===== config.mk =====
export PLATFORM = sky130hd
export DESIGN_NAME = lidar_row_centering_steer
export DESIGN_NICKNAME = d
export VERILOG_FILES = /design/src/sv/lrcs_pkg.sv /design/src/sv/lrcs_ctrl.sv /design/src/sv/lrcs_dp.sv /design/src/sv/lidar_row_centering_steer.sv
export SDC_FILE = /design/constraint.sdc
export NUM_CORES = 2
export LEC_CHECK = 0
export BUFFER_PORTS_ARGS = -buffer_cell sky130_fd_sc_hd__buf_2
export CAP_MARGIN = 5
export CORE_UTILIZATION = 60
export DETAILED_ROUTE_END_ITERATION = 7
export PLACE_DENSITY = 0.79
export SETUP_SLACK_MARGIN = 0.5
export SLEW_MARGIN = 20
export SYNTH_ARGS = -nofsm -noshare
export SYNTH_HDL_FRONTEND = slang
export SYNTH_MEMORY_MAX_BITS = 65536
export SYNTH_SLANG_ARGS = --single-unit

===== constraint.sdc =====
create_clock -name clk -period 7.8 [get_ports clk]
set_clock_uncertainty 0.1 [all_clocks]
set_input_delay 1.56 -clock clk [delete_from_list [all_inputs] [get_ports clk]]
set_output_delay 1.56 -clock clk [all_outputs]
set_load 0.1 [all_outputs]

===== src/sv/lrcs_pkg.sv =====
// Shared types, constants and tables of the lidar row-centering steering block.
`timescale 1ns / 1ps
package lrcs_pkg;

  localparam int unsigned NUM_BEAMS   = 270;
  localparam int unsigned SUM_W       = 37;
  localparam int unsigned CNT_W       = 7;
  localparam int unsigned DVD_W       = 56;
  localparam int unsigned DEN_W       = 39;
  localparam int unsigned MCAND_W     = 54;
  localparam int unsigned GAIN_W      = 16;
  localparam int unsigned STEER_W     = 15;
  localparam int unsigned CFG_IDX_W   = 3;
  localparam int unsigned CFG_DATA_W  = 16;
  localparam logic [STEER_W-1:0] LIMIT_Q14 = 15'd14746;
  localparam logic [STEER_W-1:0] DEAD_Q14  = 15'd819;

  // Configuration register indexes
  localparam logic [CFG_IDX_W-1:0] REG_ENABLE    = 3'd0;
  localparam logic [CFG_IDX_W-1:0] REG_MIN_RANGE = 3'd1;
  localparam logic [CFG_IDX_W-1:0] REG_MAX_RANGE = 3'd2;
  localparam logic [CFG_IDX_W-1:0] REG_WINDOW    = 3'd3;
  localparam logic [CFG_IDX_W-1:0] REG_GAIN      = 3'd4;
  localparam logic [CFG_IDX_W-1:0] REG_HALF      = 3'd5;

  // Divider operand select
  typedef enum logic [1:0] {
    DSEL_LEFT,
    DSEL_RIGHT,
    DSEL_RATIO
  } div_sel_t;

  // Commands from controller to datapath
  typedef struct packed {
    logic     capture;
    logic     product;
    logic     accum;
    logic     div_load;
    div_sel_t div_sel;
    logic     div_step;
    logic     setup;
    logic     mul_step;
    logic     finish;
  } lrcs_cmd_t;

  // Status from datapath to controller
  typedef struct packed {
    logic enable;
    logic eos;
    logic div_last;
    logic mul_last;
  } lrcs_status_t;

  // Q1.15 cosine of 0..90 degrees
  function automatic logic [15:0] cos_lookup(input logic [6:0] a);
    logic [15:0] c;
    case (a)
      7'd0: c = 16'd32768;  7'd1: c = 16'd32763;  7'd2: c = 16'd32748;
      7'd3: c = 16'd32723;  7'd4: c = 16'd32688;  7'd5: c = 16'd32643;
      7'd6: c = 16'd32588;  7'd7: c = 16'd32524;  7'd8: c = 16'd32449;
      7'd9: c = 16'd32365;  7'd10: c = 16'd32270; 7'd11: c = 16'd32166;
      7'd12: c = 16'd32052; 7'd13: c = 16'd31928; 7'd14: c = 16'd31795;
      7'd15: c = 16'd31651; 7'd16: c = 16'd31499; 7'd17: c = 16'd31336;
      7'd18: c = 16'd31164; 7'd19: c = 16'd30983; 7'd20: c = 16'd30792;
      7'd21: c = 16'd30592; 7'd22: c = 16'd30382; 7'd23: c = 16'd30163;
      7'd24: c = 16'd29935; 7'd25: c = 16'd29698; 7'd26: c = 16'd29452;
      7'd27: c = 16'd29197; 7'd28: c = 16'd28932; 7'd29: c = 16'd28660;
      7'd30: c = 16'd28378; 7'd31: c = 16'd28088; 7'd32: c = 16'd27789;
      7'd33: c = 16'd27482; 7'd34: c = 16'd27166; 7'd35: c = 16'd26842;
      7'd36: c = 16'd26510; 7'd37: c = 16'd26170; 7'd38: c = 16'd25822;
      7'd39: c = 16'd25466; 7'd40: c = 16'd25102; 7'd41: c = 16'd24730;
      7'd42: c = 16'd24351; 7'd43: c = 16'd23965; 7'd44: c = 16'd23571;
      7'd45: c = 16'd23170; 7'd46: c = 16'd22763; 7'd47: c = 16'd22348;
      7'd48: c = 16'd21926; 7'd49: c = 16'd21498; 7'd50: c = 16'd21063;
      7'd51: c = 16'd20622; 7'd52: c = 16'd20174; 7'd53: c = 16'd19720;
      7'd54: c = 16'd19261; 7'd55: c = 16'd18795; 7'd56: c = 16'd18324;
      7'd57: c = 16'd17847; 7'd58: c = 16'd17364; 7'd59: c = 16'd16877;
      7'd60: c = 16'd16384; 7'd61: c = 16'd15886; 7'd62: c = 16'd15384;
      7'd63: c = 16'd14876; 7'd64: c = 16'd14365; 7'd65: c = 16'd13848;
      7'd66: c = 16'd13328; 7'd67: c = 16'd12803; 7'd68: c = 16'd12275;
      7'd69: c = 16'd11743; 7'd70: c = 16'd11207; 7'd71: c = 16'd10668;
      7'd72: c = 16'd10126; 7'd73: c = 16'd9580;  7'd74: c = 16'd9032;
      7'd75: c = 16'd8481;  7'd76: c = 16'd7927;  7'd77: c = 16'd7371;
      7'd78: c = 16'd6813;  7'd79: c = 16'd6252;  7'd80: c = 16'd5690;
      7'd81: c = 16'd5126;  7'd82: c = 16'd4560;  7'd83: c = 16'd3993;
      7'd84: c = 16'd3425;  7'd85: c = 16'd2856;  7'd86: c = 16'd2286;
      7'd87: c = 16'd1715;  7'd88: c = 16'd1144;  7'd89: c = 16'd572;
      default: c = 16'd0;
    endcase
    return c;
  endfunction

  // Snap a magnitude up to the next grid step (0.1, 0.15, then 0.1 steps to 0.9), small values kept
  function automatic logic [STEER_W-1:0] quant_mag(input logic [STEER_W-1:0] m);
    logic [STEER_W-1:0] r;
    if (m <= DEAD_Q14)       r = m;
    else if (m < 15'd1638)   r = 15'd1638;
    else if (m < 15'd2458)   r = 15'd2458;
    else if (m < 15'd3277)   r = 15'd3277;
    else if (m < 15'd4915)   r = 15'd4915;
    else if (m < 15'd6554)   r = 15'd6554;
    else if (m < 15'd8192)   r = 15'd8192;
    else if (m < 15'd9830)   r = 15'd9830;
    else if (m < 15'd11469)  r = 15'd11469;
    else if (m < 15'd13107)  r = 15'd13107;
    else                     r = LIMIT_Q14;
    return r;
  endfunction

endpackage


===== src/sv/lrcs_ctrl.sv =====
// Sequencer for beam accumulation and the end-of-scan divide/multiply steps.
`timescale 1ns / 1ps
module lrcs_ctrl import lrcs_pkg::*; (
  input  logic         clk,
  input  logic         rst,
  input  logic         start,
  input  lrcs_status_t status,
  output lrcs_cmd_t    cmd,
  output logic         busy
);

  typedef enum logic [3:0] {
    ST_IDLE, ST_MUL, ST_ACC, ST_LLOAD, ST_LRUN, ST_RLOAD, ST_RRUN,
    ST_SETUP, ST_MRUN, ST_QLOAD, ST_QRUN, ST_FIN
  } state_t;

  state_t state, state_next;

  // Hold state
  always_ff @(posedge clk) begin
    if (rst) begin
      state <= ST_IDLE;
    end else begin
      state <= state_next;
    end
  end

  assign busy = (state != ST_IDLE);

  // Decode commands and next state
  always_comb begin
    state_next = state;
    cmd = '0;
    cmd.div_sel = DSEL_LEFT;
    case (state)
      ST_IDLE: begin
        if (start && status.enable) begin
          cmd.capture = 1'b1;
          state_next = ST_MUL;
        end
      end
      ST_MUL: begin
        cmd.product = 1'b1;
        state_next = ST_ACC;
      end
      ST_ACC: begin
        cmd.accum = 1'b1;
        state_next = status.eos ? ST_LLOAD : ST_IDLE;
      end
      ST_LLOAD: begin
        cmd.div_load = 1'b1;
        cmd.div_sel = DSEL_LEFT;
        state_next = ST_LRUN;
      end
      ST_LRUN: begin
        cmd.div_step = 1'b1;
        if (status.div_last) state_next = ST_RLOAD;
      end
      ST_RLOAD: begin
        cmd.div_load = 1'b1;
        cmd.div_sel = DSEL_RIGHT;
        state_next = ST_RRUN;
      end
      ST_RRUN: begin
        cmd.div_step = 1'b1;
        if (status.div_last) state_next = ST_SETUP;
      end
      ST_SETUP: begin
        cmd.setup = 1'b1;
        state_next = ST_MRUN;
      end
      ST_MRUN: begin
        cmd.mul_step = 1'b1;
        if (status.mul_last) state_next = ST_QLOAD;
      end
      ST_QLOAD: begin
        cmd.div_load = 1'b1;
        cmd.div_sel = DSEL_RATIO;
        state_next = ST_QRUN;
      end
      ST_QRUN: begin
        cmd.div_step = 1'b1;
        if (status.div_last) state_next = ST_FIN;
      end
      ST_FIN: begin
        cmd.finish = 1'b1;
        state_next = ST_IDLE;
      end
      default: state_next = ST_IDLE;
    endcase
  end

endmodule


===== src/sv/lrcs_dp.sv =====
// Datapath: config registers, window sums, shared divider and serial multiplier.
`timescale 1ns / 1ps
module lrcs_dp import lrcs_pkg::*; (
  input  logic                    clk,
  input  logic                    rst,
  input  lrcs_cmd_t               cmd,
  output lrcs_status_t            status,
  input  logic                    cfg_valid,
  input  logic [CFG_IDX_W-1:0]    cfg_index,
  input  logic [CFG_DATA_W-1:0]   cfg_data,
  input  logic [8:0]              beam_index,
  input  logic [15:0]             beam_range,
  input  logic                    end_of_scan,
  output logic                    done,
  output logic signed [STEER_W-1:0] steering,
  output logic                    stop,
  output logic                    left_seen,
  output logic                    right_seen
);

  localparam int unsigned DCNT_W = $clog2(DVD_W);
  localparam int unsigned MCNT_W = $clog2(GAIN_W);
  localparam logic [SUM_W-1:0] SUM_MAX = {SUM_W{1'b1}};
  localparam logic [CNT_W-1:0] CNT_MAX = {CNT_W{1'b1}};

  typedef enum logic [1:0] {MODE_RATIO, MODE_FIXED, MODE_HELD} mode_t;

  // Configuration
  logic        enable;
  logic [15:0] min_range, max_range, lane_half_width;
  logic [5:0]  window_width;
  logic signed [GAIN_W-1:0] steer_gain;

  always_ff @(posedge clk) begin
    if (rst) begin
      enable          <= 1'b0;
      min_range       <= 16'd205;
      max_range       <= 16'd2458;
      window_width    <= 6'd30;
      steer_gain      <= 16'sd410;
      lane_half_width <= 16'd3072;
    end else if (cfg_valid) begin
      case (cfg_index)
        REG_ENABLE:    enable          <= cfg_data[0];
        REG_MIN_RANGE: min_range       <= cfg_data;
        REG_MAX_RANGE: max_range       <= cfg_data;
        REG_WINDOW:    window_width    <= cfg_data[5:0];
        REG_GAIN:      steer_gain      <= $signed(cfg_data);
        REG_HALF:      lane_half_width <= cfg_data;
        default: ;
      endcase
    end
  end

  // Window membership and cosine lookup
  logic [9:0] idx, w;
  logic in_band, lp, lf, rp, rf;
  logic [9:0] ang_l, ang_r;
  assign idx = {1'b0, beam_index};
  assign w   = {4'd0, window_width};
  assign in_band = (idx < 10'(NUM_BEAMS)) && (beam_range > min_range)
                   && (beam_range < max_range);
  assign lp = in_band && idx >= 10'd60 && idx <= 10'd60 + w;
  assign lf = in_band && idx >= 10'd75 && idx <= 10'd75 + w && idx <= 10'd134;
  assign rp = in_band && idx <= 10'd210 && idx + w >= 10'd210;
  assign rf = in_band && idx <= 10'd195 && idx >= 10'd136 && idx + w >= 10'd195;
  assign ang_l = idx - 10'd45;
  assign ang_r = 10'd225 - idx;

  logic [15:0] b_range, b_cos_l, b_cos_r;
  logic [3:0]  b_hit;
  logic        b_eos;
  logic [31:0] prod_l, prod_r;

  // Capture the word, then multiply
  always_ff @(posedge clk) begin
    if (cmd.capture) begin
      b_range <= beam_range;
      b_cos_l <= cos_lookup(ang_l[6:0]);
      b_cos_r <= cos_lookup(ang_r[6:0]);
      b_hit   <= {rf, rp, lf, lp};
    end
    if (cmd.product) begin
      prod_l <= 32'(b_range) * 32'(b_cos_l);
      prod_r <= 32'(b_range) * 32'(b_cos_r);
    end
  end

  always_ff @(posedge clk) begin
    if (rst) begin
      b_eos <= 1'b0;
    end else if (cmd.capture) begin
      b_eos <= end_of_scan;
    end
  end

  // Window sums: 0 left primary, 1 left fallback, 2 right primary, 3 right fallback
  logic [SUM_W-1:0] sum [4];
  logic [CNT_W-1:0] cnt [4];

  function automatic logic [SUM_W-1:0] sat_add(input logic [SUM_W-1:0] s,
                                               input logic [31:0] p);
    logic [SUM_W:0] t;
    t = {1'b0, s} + {{(SUM_W-31){1'b0}}, p};
    return t[SUM_W] ? SUM_MAX : t[SUM_W-1:0];
  endfunction

  always_ff @(posedge clk) begin
    if (rst || cmd.finish) begin
      for (int i = 0; i < 4; i++) begin
        sum[i] <= '0;
        cnt[i] <= '0;
      end
    end else if (cmd.accum) begin
      for (int i = 0; i < 4; i++) begin
        if (b_hit[i]) begin
          sum[i] <= sat_add(sum[i], (i < 2) ? prod_l : prod_r);
          if (cnt[i] != CNT_MAX) cnt[i] <= cnt[i] + 1'b1;
        end
      end
    end
  end

  // Side operands for the mean divide
  logic [CNT_W:0]   tot_l, tot_r;
  logic [SUM_W:0]   comb_l, comb_r;
  logic             seen_l_c, seen_r_c, any_beam;
  assign tot_l = {1'b0, cnt[0]} + {1'b0, cnt[1]};
  assign tot_r = {1'b0, cnt[2]} + {1'b0, cnt[3]};
  assign comb_l = {1'b0, sum[0]} + {1'b0, sum[1]};
  assign comb_r = {1'b0, sum[2]} + {1'b0, sum[3]};
  assign seen_l_c = tot_l >= 8'd2;
  assign seen_r_c = tot_r >= 8'd2;
  assign any_beam = (tot_l != '0) || (tot_r != '0);

  // Shared restoring divider; quotient shifts into the dividend register
  logic [DVD_W-1:0]  dvd;
  logic [DEN_W-1:0]  den, rem, ratio_den;
  logic [DCNT_W-1:0] dcnt;
  logic [DEN_W:0]    rem_sh, rem_sub;
  logic [MCAND_W-1:0] mcand, macc;
  assign rem_sh  = {rem, dvd[DVD_W-1]};
  assign rem_sub = rem_sh - {1'b0, den};

  always_ff @(posedge clk) begin
    if (cmd.div_load) begin
      rem  <= '0;
      dcnt <= DCNT_W'(DVD_W - 1);
      case (cmd.div_sel)
        DSEL_LEFT: begin
          dvd <= (cnt[0] >= 7'd2) ? DVD_W'({1'b0, sum[0]}) : DVD_W'(comb_l);
          den <= (cnt[0] >= 7'd2) ? DEN_W'(cnt[0]) : DEN_W'(tot_l);
        end
        DSEL_RIGHT: begin
          dvd <= (cnt[2] >= 7'd2) ? DVD_W'({1'b0, sum[2]}) : DVD_W'(comb_r);
          den <= (cnt[2] >= 7'd2) ? DEN_W'(cnt[2]) : DEN_W'(tot_r);
        end
        default: begin
          dvd <= {macc[DVD_W-3:0], 2'b00};
          den <= ratio_den;
        end
      endcase
    end else if (cmd.div_step) begin
      dcnt <= dcnt - 1'b1;
      if (!rem_sub[DEN_W]) begin
        rem <= rem_sub[DEN_W-1:0];
        dvd <= {dvd[DVD_W-2:0], 1'b1};
      end else begin
        rem <= rem_sh[DEN_W-1:0];
        dvd <= {dvd[DVD_W-2:0], 1'b0};
      end
    end
  end

  // Capture the left mean when the right divide starts
  logic [SUM_W-1:0] lmean;
  logic             l_seen, r_seen;
  always_ff @(posedge clk) begin
    if (cmd.div_load && cmd.div_sel == DSEL_RIGHT) begin
      lmean  <= dvd[SUM_W-1:0];
      l_seen <= seen_l_c;
      r_seen <= seen_r_c;
    end
  end

  // Pick the steering case and ratio operands
  logic signed [DEN_W:0] lm_s, rm_s, half_s, inv_s, num_s, sum_lr;
  logic [MCNT_W-1:0] mcnt;
  logic [GAIN_W-1:0] gmag;
  logic              neg, ratio_zero, stop_r;
  mode_t             mode;
  logic signed [STEER_W-1:0] fixed_val;

  assign lm_s   = l_seen ? $signed({{(DEN_W-SUM_W+1){1'b0}}, lmean}) : '0;
  assign rm_s   = r_seen ? $signed({{(DEN_W-SUM_W+1){1'b0}}, dvd[SUM_W-1:0]}) : '0;
  assign half_s = $signed({{(DEN_W-30){1'b0}}, lane_half_width, 15'd0});
  assign sum_lr = lm_s + rm_s;
  assign inv_s  = l_seen ? half_s - lm_s : half_s - rm_s;
  assign num_s  = (l_seen && r_seen) ? lm_s - rm_s :
                  r_seen ? inv_s - rm_s : lm_s - inv_s;

  always_ff @(posedge clk) begin
    if (cmd.setup) begin
      stop_r     <= !any_beam;
      neg        <= num_s[DEN_W] ^ steer_gain[GAIN_W-1];
      mcand      <= MCAND_W'(num_s[DEN_W] ? -num_s : num_s);
      gmag       <= steer_gain[GAIN_W-1] ? -steer_gain : steer_gain;
      macc       <= '0;
      mcnt       <= MCNT_W'(GAIN_W - 1);
      ratio_den  <= (l_seen && r_seen) ? sum_lr[DEN_W-1:0] : half_s[DEN_W-1:0];
      ratio_zero <= (l_seen && r_seen) ? (sum_lr == '0) : (half_s == '0);
      fixed_val  <= r_seen ? -$signed(LIMIT_Q14) : $signed(LIMIT_Q14);
      if (!l_seen && !r_seen)     mode <= MODE_HELD;
      else if (l_seen && r_seen)  mode <= MODE_RATIO;
      else if (inv_s[DEN_W])      mode <= MODE_FIXED;
      else                        mode <= MODE_RATIO;
    end else if (cmd.mul_step) begin
      // Shift-add over the gain magnitude, least significant bit first
      mcnt  <= mcnt - 1'b1;
      gmag  <= gmag >> 1;
      mcand <= mcand << 1;
      if (gmag[0]) macc <= macc + mcand;
    end
  end

  // Clamp, quantize and drive the result word
  logic [STEER_W-1:0]        rmag, qmag, vmag;
  logic signed [STEER_W-1:0] ratio_v, val, qval, held;
  assign rmag    = (dvd > DVD_W'(LIMIT_Q14)) ? LIMIT_Q14 : dvd[STEER_W-1:0];
  assign ratio_v = ratio_zero ? '0 : (neg ? -$signed(rmag) : $signed(rmag));
  assign val     = (mode == MODE_RATIO) ? ratio_v :
                   (mode == MODE_FIXED) ? fixed_val : held;
  assign vmag    = val[STEER_W-1] ? STEER_W'(-val) : val;
  assign qmag    = quant_mag(vmag);
  assign qval    = val[STEER_W-1] ? -$signed(qmag) : $signed(qmag);

  always_ff @(posedge clk) begin
    if (rst) begin
      held <= '0;
      done <= 1'b0;
    end else begin
      done <= cmd.finish;
      if (cmd.finish && !stop_r) held <= qval;
    end
  end

  always_ff @(posedge clk) begin
    if (cmd.finish) begin
      steering   <= stop_r ? '0 : qval;
      stop       <= stop_r;
      left_seen  <= !stop_r && l_seen;
      right_seen <= !stop_r && r_seen;
    end
  end

  assign status.enable   = enable;
  assign status.eos      = b_eos;
  assign status.div_last = (dcnt == '0);
  assign status.mul_last = (mcnt == '0);

endmodule


===== src/sv/lidar_row_centering_steer.sv =====
// Top level of the lidar row-centering steering block.
//
// Beams arrive as words on start/busy: a word (beam_index, beam_range,
// end_of_scan) is taken at a clock edge with start high and busy low.
// While enable is 0 words are taken and dropped. An ordinary beam passes
// through capture, 16x16 cosine multiply and saturating accumulate. A
// beam with end_of_scan set then runs two 56-step restoring divides for
// the side means, a 16-step shift-add multiply by the gain and one more
// 56-step divide for the ratio, with a load state before each divide, a
// setup state before the multiply and a finish state at the end.
// One result word per enabled scan appears on steering/stop/left_seen/
// right_seen with done high for exactly one cycle, the cycle after finish,
// when busy is already low; the receiver cannot stall it. Configuration
// writes go through cfg_valid/cfg_ready (always ready); the user must make
// them while the block is idle, which the block itself does not enforce.
// Synchronous reset rst clears the sums, the held command and loads the
// default register values.
`timescale 1ns / 1ps
module lidar_row_centering_steer import lrcs_pkg::*; (
  input  logic                      clk,
  input  logic                      rst,
  input  logic                      start,
  output logic                      busy,
  input  logic [8:0]                beam_index,
  input  logic [15:0]               beam_range,
  input  logic                      end_of_scan,
  input  logic                      cfg_valid,
  output logic                      cfg_ready,
  input  logic [CFG_IDX_W-1:0]      cfg_index,
  input  logic [CFG_DATA_W-1:0]     cfg_data,
  output logic                      done,
  output logic signed [STEER_W-1:0] steering,
  output logic                      stop,
  output logic                      left_seen,
  output logic                      right_seen
);

  lrcs_cmd_t    cmd;
  lrcs_status_t status;

  assign cfg_ready = 1'b1;

  lrcs_ctrl u_ctrl (
    .clk    (clk),
    .rst    (rst),
    .start  (start),
    .status (status),
    .cmd    (cmd),
    .busy   (busy)
  );

  lrcs_dp u_dp (
    .clk         (clk),
    .rst         (rst),
    .cmd         (cmd),
    .status      (status),
    .cfg_valid   (cfg_valid),
    .cfg_index   (cfg_index),
    .cfg_data    (cfg_data),
    .beam_index  (beam_index),
    .beam_range  (beam_range),
    .end_of_scan (end_of_scan),
    .done        (done),
    .steering    (steering),
    .stop        (stop),
    .left_seen   (left_seen),
    .right_seen  (right_seen)
  );

endmodule


* Word-level counts from Yosys, hierarchy flattened
Memories as Yosys holds them, arrays and structs flattened. A register that Yosys moved wholly into a read port is not among the register bits.
Cells that the tools add are included.
** Word-level totals
- Bits in read-only memories :: 4096
- Bits in writable memories :: 176
- Memories :: 4
- Word-level logic and storage cells :: 296
- Register bits :: 560
- Output and inout port bits :: 21
** Memory list
- (no name shown) :: words 128, bits a word 16, rd ports 1, clocked after Yosys merged registers in 1, write ports 0, line lrcs_pkg.sv:57 : case (a)
- (no name shown) :: words 128, bits a word 16, rd ports 1, clocked after Yosys merged registers in 1, write ports 0, line lrcs_pkg.sv:57
- u_dp.sum :: words 4, bits a word 37, rd ports 4, clocked after Yosys merged registers in 0, write ports 4, line lrcs_dp.sv:98 : logic [SUM_W-1:0] sum [4];
- u_dp.cnt :: words 4, bits a word 7, rd ports 4, clocked after Yosys merged registers in 0, write ports 4, line lrcs_dp.sv:99 : logic [CNT_W-1:0] cnt [4];
** Operators by class
- Multiply operators :: 2
- Order comparisons :: 28
- Muxes and demuxes :: 109
- Bitwise operators :: 9
- Equal/unequal tests :: 27
- Reduce and logical (&&, ||, !) cells :: 48
- $add $sub $neg :: 32
** Operators by type and width (count)
- $mux 37 :: 10
- $mux 15 :: 17
- $mux 54 :: 3
- $add 37x32->38 :: 4
- $mux 40 :: 3
- $sub 40x40->40 :: 3
- $add 37x37->38 :: 3
- $mux 56 :: 2
- $pmux 56 s2 :: 1
- $logic_not 40->1 :: 2
- $sub 32x40->40 :: 2
- $pmux 39 s2 :: 1
- $mux 38 :: 2
- $mul 16x16->32 :: 2
- $lt 15x14->1 const B :: 4
- $gt 56x14->1 const B :: 1
- $add 54x54->54 :: 1
- $neg 40->54 :: 1
- $mux 1 :: 49
- $mux 16 :: 3
- $neg 15->15 :: 3
- $pmux 4 s11 :: 1
- $sub 40x39->40 :: 1
- $mux 39 :: 1
- other kinds (60) :: 135

* Longest topological paths before layout
- Word-level depth :: 21
- Gate-level depth with buffers :: 38
- Mapped depth without buffers :: 29

* Cells and area by module
Synthesis repeated with hierarchy kept, for this count alone.
** Unflattened totals
- Cell total of the unflattened synthesis :: 9489
- Area total of the unflattened synthesis :: 79988.0 um^2
** Modules (own cells, without submodules)
- lrcs_dp :: instances 1, area an instance 79635.1 um^2, cells an instance 9445, sequential area each 20579.7 um^2
- lrcs_ctrl :: instances 1, area an instance 341.6 um^2, cells an instance 42, sequential area each 80.1 um^2
- lidar_row_centering_steer :: instances 1, area an instance 11.3 um^2, cells an instance 2, sequential area each 0.0 um^2

* Worst setup path before layout
OpenSTA, ideal clock, no wires.
- Path type :: register to register
- Start point :: register u_dp.r_seen
- End point :: register u_dp.mcand[38] (data pin)
- Path slack :: -0.792 ns
- Arrival :: 8.225 ns
- Stages on the path, launching flop included :: 32
- Library setup time :: 0.267 ns
- Required time :: 7.433 ns
- Buffers on the path :: 8
- Period minus slack after synthesis :: 8.592 ns
- Cell sequence :: edfxtp_1 -> clkbuf_1 -> buf_1 -> clkbuf_1 -> clkbuf_1 -> clkbuf_1 -> buf_1 -> buf_1 -> clkbuf_1 -> nand2_1 -> inv_1 -> a21oi_1 -> ha_1 -> nor4b_1 -> nand4_1 -> a211oi_1 -> and2_1 -> nor2_1 -> ha_1 -> a21o_1 -> a211o_1 -> a2111oi_0 -> or4_1 -> nand3_1 -> a32o_1 -> mux2_2 -> or4b_2 -> nor4_1 -> nor2b_1 -> a31oi_1 -> xnor2_1 -> o21ai_0
** Between the ends
- Word-level cells in the longest chain between the ends :: 9
- Elaborated cells between the ends (all ways) :: 12
** Ends and longest elaborated chain
- start: declaration :: line lrcs_dp.sv:177 : logic l_seen, r_seen;
- start signal: assignment :: line lrcs_dp.sv:182 : r_seen <= seen_r_c;
- $mux 37 :: line lrcs_dp.sv:195 : assign rm_s = r_seen ? $signed({{(DEN_W-SUM_W+1){1'b0}}, dvd[SUM_W-1:0]}) : '0;
- $sub 32x40->40 :: line lrcs_dp.sv:198 : assign inv_s = l_seen ? half_s - lm_s : half_s - rm_s;
- $mux 40 :: line lrcs_dp.sv:198
- $sub 40x40->40 :: line lrcs_dp.sv:200 : r_seen ? inv_s - rm_s : lm_s - inv_s;
- $mux 40 :: line lrcs_dp.sv:200
- $mux 40 * :: line lrcs_dp.sv:199 : assign num_s = (l_seen && r_seen) ? lm_s - rm_s :
- $neg 40->54 :: line lrcs_dp.sv:206 : mcand <= MCAND_W'(num_s[DEN_W] ? -num_s : num_s);
- $mux 54 * :: line lrcs_dp.sv:206
- $mux 54 * :: line lrcs_dp.sv:203 : if (cmd.setup) begin
- end signal: assignment :: line lrcs_dp.sv:206
- end signal: assignment :: line lrcs_dp.sv:221 : mcand <= mcand << 1;
- end: declaration :: line lrcs_dp.sv:141 : logic [MCAND_W-1:0] mcand, macc;
Every way passes the cells marked *; elsewhere a longest branch is shown, timed or not.
A chain may end at the register's enable or synchronous reset.

* Worst setup path in the final report
- Start point :: register u_dp.b_cos_l[9]
- End point :: register u_dp.prod_l[30] (data pin)
** Between the ends
- Word-level cells in the longest chain between the ends :: 1
** Ends and longest elaborated chain
- start: declaration :: line lrcs_dp.sv:70 : logic [15:0] b_range, b_cos_l, b_cos_r;
- $mul 16x16->32 :: line lrcs_dp.sv:84 : prod_l <= 32'(b_range) * 32'(b_cos_l);
- end signal: assignment :: line lrcs_dp.sv:84
- end: declaration :: line lrcs_dp.sv:73 : logic [31:0] prod_l, prod_r;
No other way between the ends.

==> results_dict.tcl <==
set metrics [dict create \
    status "complete, but fails checks" \
    violations "design-rule violations" \
    path_common_cell "fa_1" \
    async_flop_share 0 \
    drive_gt1_frac 0.07475 \
    finalSetupViolCount 0 \
    crit_start "u_dp.b_cos_l[9]$_DFFE_PP_" \
    routed_wl_mm 253.9 \
    synth_flop_cell "edfxtp_1" \
    drc_errors 2 \
    cellLeakagePower_uw 0.03736 \
    synth_warnings 0 \
    dp_hpwl_mm 194.1 \
    grt_pass1_wl_mm 390.4 \
    core-area_um2 130300 \
    via_per_inst 6.411 \
    grt_usage 0.3743 \
    cts_tree "yes" \
    syn_nets 10610 \
    worstPathRequired_ns 8.12 \
    tightest_slew_ns 1.158 \
    worstReg2RegStart "u_dp.b_cos_l[9]$_DFFE_PP_" \
    grt_max_degree 78 \
    synth_area_leaders "edfxtp_1 (21%), ha_1 (12%), fa_1 (10%)" \
    crit_end "u_dp.prod_l[30]$_DFFE_PP_" \
    hold_buffers 0 \
    gp_congestion 1.043 \
    cap_violations 0 \
    area_delta_synth_final_pct 8.466 \
    die_area_um2 133500 \
    wl_met3_mm 23.24 \
    dieHeight_um 365.4 \
    worstSkewPairLatency_ns 0.74 \
    crit_type "reg -> reg" \
    finalSetupTns_ns 0 \
    clockBufferDepth 3 \
    overflow 0 \
    ys_seq_area_frac 0.2607 \
    crit_family "adder cells" \
    power_density_nw_per_um2 150.5 \
    finalMaxSlewViolations 0 \
    r2r_cells 24 \
    cpPeakStageDelay_ns 0.89 \
    vias 72020 \
    rsz0062_at_grt "true" \
    routed.top_layer "met5" \
    rows 132 \
    critPathSlowestCell "edfxtp_1" \
    antenna_left 0 \
    timing.slew.headroom 0.2077 \
    fin_crit_sh 0.9004 \
    cts.sinks 753 \
    dr.pass1.iters 8 \
    synth_top_area_share 0.2114 \
    fmax_mhz 142.4 \
    syn_area_um2 79250 \
    r2r-end "u_dp.prod_l[30]$_DFFE_PP_" \
    ff2ff_setup_slack_ns 0.78 \
    hold_depth 2 \
    htreeDepth 3 \
    drt_iter0_markers 8233 \
    cp.arrival_ns 7.35 \
    wire_per_inst_um 22.60 \
    syn_inst 9364 \
    root_buffer "clkbuf_16" \
    postSynthAreaPerCell_um2 8.463 \
    hold_path_class "reg -> reg" \
    cp.depth 24 \
    finalCriticalPeriod_ns 7.023 \
    finish.utilization 0.6596 \
    finalInstanceArea_um2 85950 \
    cp-end-kind "flip-flop" \
    crit_fanout 16 \
    path_clk_slew_ns 0.06 \
    dr_wl_met2_mm 112.6 \
    io_buffers 68 \
    fin_nets 10650 \
    start_util 0.6081 \
    numCtsBuffers 89 \
    synth_area_leader_cell "edfxtp_1" \
    antenna_found_initial 12 \
    fp.dieW_um 365.4 \
    ys_ff_latch 753 \
    ys_types 108 \
    grt_pass1_vias 68670 \
    place_area_um2 82520 \
    met1_length_mm 103.7 \
    finalHoldViolCount 0 \
    irDropWorstVdd_uv 196.7 \
    crit_chain "nand2_1 > fa_1 > inv_1 > fa_1 > inv_1 > fa_1 > inv_1 > fa_1 > inv_1 > fa_1 > inv_1 > fa_1 > ha_1 > nor3_1 > o2111ai_1 > nand2_1 > o21ai_0 > o211ai_1 > a31oi_1 > a21o_1 > a21oi_1 > nor2_1 > o211ai_1 > xnor2_1" \
    pin_count 70 \
    start_kind "flip-flop" \
    cp_num_buf_inv 5 \
    synth_edf_count 558 \
]
==> timing repair <==
action / CTS / global route
pin swaps: 0 / 12
buffers inserted: 0 / 37
setup endpoints to repair: 4 / 68
resized for setup: 1 / 36
==> synth_stat cells (20+ instances only) <==
cell type	n
nor3b_1	23
o21a_1	75
nand3_1	209
nor2b_1	81
nand4_1	45
inv_1	809
a211o_1	29
clkbuf_1	390
or3_1	88
o31a_1	21
a31oi_1	105
nand2_1	1064
nor4_1	60
dfxtp_1	195
nor3_1	197
o21bai_1	61
or2_2	33
o311ai_0	25
mux2i_1	72
o2111ai_1	27
o31ai_1	51
a22o_1	21
o21ai_0	496
o22ai_1	35
a311oi_1	24
a31o_2	21
xnor2_1	362
and3_1	106
a21boi_0	20
a41oi_1	21
and2_1	311
nor2_1	630
a211oi_1	139
edfxtp_1	558
nand3b_1	23
ha_1	785
buf_1	36
o211ai_1	76
nand2b_1	100
a21oi_1	878
fa_1	407
xor2_1	209
a21o_1	167
==> power by group <==
part / total, µW / switching (µW) / internal (µW)
logic: 3930 / 2320 / 1610
clock network: 4310 / 1900 / 2410
registers: 4690 / 169 / 4520
total: 12900 / 4390 / 8540
==> placed cells by master, fill, tap and decap left out, drive strengths merged, types with 62 or more instances in the layout <==
cell type and instances:
fa 407, and3 106, inv 817, nor2 630, buf 394, o21ai 497
nor3 198, a31oi 105, xor2 209, a21o 167, nor4 62, xnor2 363
edfxtp 558, o21a 75, nor2b 81, o211ai 77, ha 785, nand2 1064
mux2i 72, dfxtp 195, nand3 209, a211oi 142, and2 312, nand2b 101
clkbuf 122, or3 88, a21oi 880
==> worst min-delay path by stage <==
stage	slack [ns]	to	startpoint
after floorplan	0.32	u_dp.lmean[6]$_DFFE_PP_	u_dp.dvd[6]$_DFFE_PP_
after global placement	0.34	u_dp.max_range[0]$_SDFFE_PP0P_	u_dp.max_range[0]$_SDFFE_PP0P_
after detailed placement	0.35	u_dp.min_range[15]$_SDFFE_PP0P_	u_dp.min_range[15]$_SDFFE_PP0P_
after CTS	0.36	u_dp.min_range[15]$_SDFFE_PP0P_	u_dp.min_range[15]$_SDFFE_PP0P_
after global routing	0.38	u_dp.max_range[6]$_SDFFE_PP0P_	u_dp.max_range[6]$_SDFFE_PP0P_
final	0.36	u_dp.min_range[15]$_SDFFE_PP0P_	u_dp.min_range[15]$_SDFFE_PP0P_
==> flip-flops by register name, indices dropped and copies added, names as in the netlist, 28 cells and up <==
register and cells:
u_dp.rem 39, u_dp.prod_r 32, u_dp.mcand 54, u_dp.cnt 28, u_dp.sum 148, u_dp.ratio_den 38, u_dp.macc 54, u_dp.lmean 37
u_dp.prod_l 32, u_dp.den 38, u_dp.dvd 56
==> worst register-to-register path, stage by stage (launching register included) <==
cell and delay (ns):
edfxtp_1 0.89, nand2_1 0.18, fa_1 0.56, inv_1 0.05, fa_1 0.51, inv_1 0.05
fa_1 0.47, inv_1 0.05, fa_1 0.52, inv_1 0.06, fa_1 0.53, inv_1 0.06
fa_1 0.47, ha_1 0.29, nor3_1 0.22, o2111ai_1 0.17, nand2_1 0.10, o21ai_0 0.18
o211ai_1 0.33, a31oi_1 0.13, a21o_1 0.23, a21oi_1 0.17, nor2_1 0.08, o211ai_1 0.21
xnor2_1 0.14
==> per-layer routing <==
metal / vias to the layer above / global-route usage
li1: 33140 / -
met1: 34660 / 0.5012
met2: 3473 / 0.5810
met3: 735 / 0.06542
met4: 6 / 0.1916
met5: - / 0
==> cell type report <==
| type | instances | area, µm² |
|---|---|---|
| Multi-Input combinational cell | 7355 | 54250 |
| Fill cell | 10830 | 44360 |
| Sequential cell | 753 | 20660 |
| Inverter | 815 | 3067 |
| Timing Repair Buffer | 394 | 2813 |
| Clock buffer | 122 | 2504 |
| Tap cell | 1742 | 2180 |
| Clock inverter | 46 | 465.4 |
| Antenna cell | 6 | 15.01 |
==> stage by stage <==
stage               hold WS, ns  instances  total power [µW]  setup slack, ns
global placement         0.3410      11020              8464           0.4291
global route             0.3753      11230             13520           0.4546
CTS                      0.3584      11190             12880           0.5682
finish                   0.3563      11230             12930           0.7769
detailed placement       0.3503      11020              8585           0.4307
floorplan                0.3206       9364              7610           0.6344
==> cells by family after synthesis <==
group                      count (synthesis)  synth area share
and+or+nand+nor                         3034            0.1826
buffers and inverters                   1256           0.05987
DFF                                      753            0.2607
AOI/OAI and AO/OA                       2472            0.1958
xor gates and xnor gates                 572           0.06331
other                                      1        0.00004732
muxes                                     84           0.01094
adders and majority gates               1192            0.2268
No activity file was read; power rests on OpenSTA's default activity.
